`src/abkf_pkg.sv`:
```
// Package for the angle/bias Kalman filter core: command codes, constants
// and the saturation and rounding helpers. No dependencies.
package abkf_pkg;

    localparam int CFG_IDX_W = 2;
    localparam int CFG_DATA_W = 31;
    localparam logic [CFG_IDX_W-1:0] REG_ANGLE_NOISE = 2'd0;
    localparam logic [CFG_IDX_W-1:0] REG_BIAS_NOISE = 2'd1;
    localparam logic [CFG_IDX_W-1:0] REG_MEAS_NOISE = 2'd2;
    localparam logic [CFG_IDX_W-1:0] REG_PERIOD = 2'd3;

    localparam logic [30:0] RESET_ANGLE_NOISE = 31'd16777;
    localparam logic [30:0] RESET_BIAS_NOISE = 31'd50332;
    localparam logic [30:0] RESET_MEAS_NOISE = 31'd8388608;
    localparam logic [24:0] RESET_PERIOD = 25'd83886;
    localparam logic signed [31:0] ONE_Q24 = 32'sd16777216;

    // Datapath step codes
    localparam int OP_W = 4;
    localparam logic [OP_W-1:0] OP_ANGLE = 4'd0;  // angle += (gyro-bias)*dt
    localparam logic [OP_W-1:0] OP_P00 = 4'd1;
    localparam logic [OP_W-1:0] OP_P01 = 4'd2;    // P01 and P10 share product
    localparam logic [OP_W-1:0] OP_P11 = 4'd3;
    localparam logic [OP_W-1:0] OP_DIV0 = 4'd4;   // start k0 division
    localparam logic [OP_W-1:0] OP_DIV1 = 4'd5;   // start k1 division
    localparam logic [OP_W-1:0] OP_C00 = 4'd6;
    localparam logic [OP_W-1:0] OP_C01 = 4'd7;
    localparam logic [OP_W-1:0] OP_C10 = 4'd8;
    localparam logic [OP_W-1:0] OP_C11 = 4'd9;
    localparam logic [OP_W-1:0] OP_CANG = 4'd10;
    localparam logic [OP_W-1:0] OP_CBIAS = 4'd11;
    localparam logic [OP_W-1:0] OP_OUT = 4'd12;

    typedef struct packed {
        logic           load;   // capture input item
        logic           step;   // perform step op
        logic [OP_W-1:0] op;
    } abkf_cmd_t;

    typedef struct packed {
        logic div_busy;
    } abkf_stat_t;

    function automatic logic signed [31:0] sat32(input logic signed [65:0] v);
        if (v > 66'sd2147483647) return 32'sh7FFFFFFF;
        else if (v < -66'sd2147483648) return 32'sh80000000;
        else return v[31:0];
    endfunction

    // v * 2^-24 rounded to nearest, ties up (arithmetic shift floors)
    function automatic logic signed [65:0] rescale24(input logic signed [65:0] v);
        logic signed [65:0] t;
        t = v + 66'sd8388608;
        return t >>> 24;
    endfunction

endpackage

```
`src/abkf_ctrl.sv`:
```
// Sequencer for the filter: walks the datapath through one sample and runs
// the output handshake. Uses abkf_pkg.
module abkf_ctrl (
    input  logic                  aclk,
    input  logic                  aresetn,
    input  logic                  s_tvalid,
    output logic                  s_tready,
    output logic                  m_tvalid,
    input  logic                  m_tready,
    output logic                  cap_out,
    output abkf_pkg::abkf_cmd_t   cmd,
    input  abkf_pkg::abkf_stat_t  stat
);
    import abkf_pkg::*;

    localparam logic [1:0] ST_IDLE = 2'd0;
    localparam logic [1:0] ST_RUN = 2'd1;
    localparam logic [1:0] ST_WAIT = 2'd2;

    logic [1:0]      state_reg, state_next;
    logic [OP_W-1:0] op_reg, op_next;
    logic            ov_reg, ov_next;
    logic            fire;

    // the output register frees as soon as it is taken
    assign s_tready = (state_reg == ST_IDLE) && (!ov_reg || m_tready);
    assign fire = s_tvalid && s_tready;
    assign m_tvalid = ov_reg;

    always_comb begin
        state_next = state_reg;
        op_next = op_reg;
        ov_next = ov_reg && !m_tready;
        cmd.load = 1'b0;
        cmd.step = 1'b0;
        cmd.op = op_reg;
        cap_out = 1'b0;
        unique case (state_reg)
            ST_IDLE: begin
                if (fire) begin
                    cmd.load = 1'b1;
                    op_next = OP_ANGLE;
                    state_next = ST_RUN;
                end
            end
            ST_RUN: begin
                cmd.step = 1'b1;
                if (op_reg == OP_DIV0 || op_reg == OP_DIV1) begin
                    state_next = ST_WAIT;
                    op_next = op_reg + 4'd1;
                end else if (op_reg == OP_OUT) begin
                    cap_out = 1'b1;
                    ov_next = 1'b1;
                    state_next = ST_IDLE;
                end else begin
                    op_next = op_reg + 4'd1;
                end
            end
            ST_WAIT: begin
                if (!stat.div_busy) state_next = ST_RUN;
            end
            default: state_next = ST_IDLE;
        endcase
    end

    always_ff @(posedge aclk) begin
        if (!aresetn) begin
            state_reg <= ST_IDLE;
            op_reg <= OP_ANGLE;
            ov_reg <= 1'b0;
        end else begin
            state_reg <= state_next;
            op_reg <= op_next;
            ov_reg <= ov_next;
        end
    end
endmodule

```
`config.mk`:
```
export PLATFORM = sky130hd
export DESIGN_NAME = abkf_ctrl
export DESIGN_NICKNAME = d
export VERILOG_FILES = /design/src/abkf_pkg.sv /design/src/abkf_ctrl.sv
export SDC_FILE = /design/constraint.sdc
export NUM_CORES = 1
export LEC_CHECK = 0
export ABC_CLOCK_PERIOD_IN_PS = 1410
export BUFFER_PORTS_ARGS = -buffer_cell sky130_fd_sc_hd__buf_2
export CAP_MARGIN = 20
export CORE_MARGIN = 1
export CORE_UTILIZATION = 30
export CTS_CLUSTER_DIAMETER = 100
export DETAILED_ROUTE_END_ITERATION = 12
export PLACE_DENSITY_LB_ADDON = 0.08
export SETUP_SLACK_MARGIN = 0.02
export SLEW_MARGIN = 20
export SYNTH_ARGS = -nofsm -noshare
export SYNTH_HDL_FRONTEND = slang
export SYNTH_SLANG_ARGS = --single-unit
export TNS_END_PERCENT = 5
```
`constraint.sdc`:
```
create_clock -name aclk -period 1.41 [get_ports aclk]
set_clock_uncertainty 0.15 [all_clocks]
set_input_delay 0.2115 -clock aclk [delete_from_list [all_inputs] [get_ports aclk]]
set_output_delay 0.2115 -clock aclk [all_outputs]
set_load 0.02 [all_outputs]
```
==> impl_results.md <==
* Avg WL per Cell at 12.42 um
* CTS HTree Levels at 1
* Total grt overflow at 0
* Worst-case vdd ir drop at 0.4219 mV
* Share of async-settable or async-resettable flops after synthesis at 0%
* Worst-path cell chain: nor4_4, buf_4
* Final antenna diode count at 0
* Top-level port count at 14
* Post-Route Hold Slack at 0.09588 ns
* GR Util All Layers at 17.32%
* Min setup slack post-route at -0.1201 ns
* Failing checks: setup timing
* HPWL after detailed placement at 816.3 um
* Per-instance average area after synthesis at 8.988 um2
* Leakage power at 0.3115 nW
* Worst hold path class: input pin to register
* Met2 demand-to-capacity share in global routing at 28.63%
* Relative area change from synthesis to final layout at 61.65%
* Global routing usage on met1 at 19.67%
* Synth Warn # at 0
* Total instance count after detailed placement at 83
* Number of sinks on the clock net at 7
* Synthesized Nets at 57
* Most frequent standard cell in the layout excluding fill and tap cells: sky130_fd_sc_hd__buf_4
* Die Height at 40.32 um
* Cell type with the largest total area after synthesis: sky130_fd_sc_hd__dfxtp_1
* Max capacitance violation total at 0
* Worst-margin pin slew at 0.3250 ns
* Number of buffers created by CTS at 3
* Buffer cell driving the clock tree root: sky130_fd_sc_hd__clkbuf_4
* Total number of vias at 485
* Initial core utilization at between 30 and 40%
* DRC Markers at 0
* CTS tree: yes
* Proportion of synthesized chip area in sequential cells at 31.82%
* Maximum number of pins on one net before global-route repair at 9
* Total Nets Final at 87
* Die width at 40.32 um
* DRT antenna net count at 0
* DRT Wirelength at 1155 um
* Number of setup violations in the final report at 3
* Worst-path maximum fanout at 5
* Clock tree buffer depth at 2
* Core Rows at 13
* Synth unique cells at 27
* Number of flip-flops in the largest register at 4
* First-pass GRT wire length at 1773 um
* Antenna violations before repair at 0
* Status: complete, but fails checks
* Worst-path clk slew at about 0.05 ns
* Floorplan die area at 1625 um2
* M3 GR Usage at around 5.0%
* Cells after Synth at around 50
* Worst-path cell with the longest stage delay: sky130_fd_sc_hd__dfxtp_4
* Required time of the critical path at about 1.1 ns
* Busiest metal layer after global routing: met2
* Setup repair after global routing missed its margin: yes
* Final Hold Violating Endpoints at 0
* Number of register bits inferred by synthesis at 7
* Number of enable-type register cells in the synthesized netlist at 0
* Share of the clock period used by the worst path at 108.5%
* Share of the synthesized area in the top cell type at between 30% and 40%
* Minimum period implied by the final worst setup slack at 1.530 ns
* Top achievable clock speed at 0.6536 GHz
* Number of global-route vias before repair at 428
* Count of buffers inserted at the top-level ports at 13
* Worst EP arrival at 1.17 ns
* Largest cells by area after synthesis: sky130_fd_sc_hd__dfxtp_1, sky130_fd_sc_hd__ha_1, sky130_fd_sc_hd__nor4_4
* Main flop type after synthesis: sky130_fd_sc_hd__dfxtp_1
* Critical setup path kind: register to output pin
* Number of non-filler instances in the completed layout at 93
* TritonRoute pass-1 iters at 4
* Power per unit of standard cell area at 735.1 nW/um2
* Element type at the critical path end: output pin
* Netlist Area Pre-Place at 440.4 um2
* Final slew viol count at 0
* Latest clock arrival within the worst-skew pair at around 0.26 ns
* Global placement routability congestion at 0.7409
* Largest stage delay, worst path at 0.36 ns
* Kind of start point of the critical path: register
* Core area at 1334 um2
* Placement-stage worst setup slack at 0.03410 ns
* Slew margin rel. at 78.05%
* Starting DRT DRC Count at 16
* Cts hold-fix bufs at 0
* Vias/cell at 5.215
* Commonest cells after routing, fill and taps aside: sky130_fd_sc_hd__buf_4, sky130_fd_sc_hd__buf_2
* Proportion of layout cells with a drive suffix above 1 at 60.26%
## power by group
group | total, mW | internal [mW] | switching (mW)
Sequential | 0.210 | 0.204 | 0.00612
Combinational | 0.126 | 0.0674 | 0.0584
Clock | 0.188 | 0.108 | 0.0793
Total | 0.523 | 0.379 | 0.144
## routing by layer
metal  vias to the layer above  share of wire, %  routed length (um)
met2                        17                46                 535
met3                         2               5.8                  67
li1                        238                 -                   -
met5                         -                 0                   0
met4                         0               1.2                  14
met1                       228                46                 537
## synth_stat cells, types with 2 or more instances
| cell type | n |
|---|---|
| sky130_fd_sc_hd__nand2_1 | 4 |
| sky130_fd_sc_hd__nor2b_1 | 3 |
| sky130_fd_sc_hd__a21o_1 | 2 |
| sky130_fd_sc_hd__inv_1 | 5 |
| sky130_fd_sc_hd__ha_1 | 3 |
| sky130_fd_sc_hd__nand3b_1 | 2 |
| sky130_fd_sc_hd__dfxtp_1 | 7 |
| sky130_fd_sc_hd__nand3_1 | 2 |
| sky130_fd_sc_hd__a21oi_1 | 2 |
| sky130_fd_sc_hd__nor3_1 | 2 |
## kinds of logic after synthesis
kind of cell	share of synthesized area, %
adder cells (fa/ha/maj)	8.524
AND/OR/NAND/NOR	29.83
flip-flops	31.82
buffers and inverters	8.524
AO/OA/AOI/OAI	21.31
## critical path: cells and delay by family, from the launching register on
kind / cells / cell delay [ns]
buf+inv: 1 / 0.21
simple gates: 1 / 0.35
flops: 1 / 0.36
## area by class of cell
cell class	instances	area [um2]
well taps	15	18.77
fillers	125	621.8
repair buffers	27	187.7
flip-flops and latches	7	147.6
multi-input cells	35	312.8
clock buffers	4	26.28
inverters	5	18.77
## stage by stage
step | TNS [ns] | power (mW) | area [um2] | utilization [%]
global route | -0.3427 | 0.5563 | 711.9 | 53.38
floorplan | 0 | 0.2739 | 445.4 | -
CTS | -0.2398 | 0.5200 | 678.2 | 50.84
detailed placement | 0 | 0.3068 | 570.5 | 42.78
finish | -0.2016 | 0.5233 | 711.9 | 53.38
global placement | -0.0003054 | 0.3071 | 570.5 | 42.78
## timing repair
item	4_1_cts	5_1_grt
pin swaps	5	3
endpoints found under the setup margin	4	7
gates resized for setup	15	7
buffers inserted	5	1
## path summary, 6_finish.rpt
kind                      from           end  slack, ns  cells past startpoint
hold reg to reg   state_reg[1]  state_reg[1]       0.45                      2
setup reg to reg  state_reg[0]     op_reg[3]          0                      5
setup / recovery  state_reg[0]        cmd[5]      -0.12                      2
hold / removal         aresetn  state_reg[0]        0.1                      2
Note: power is estimated with default switching activity, not from simulation.
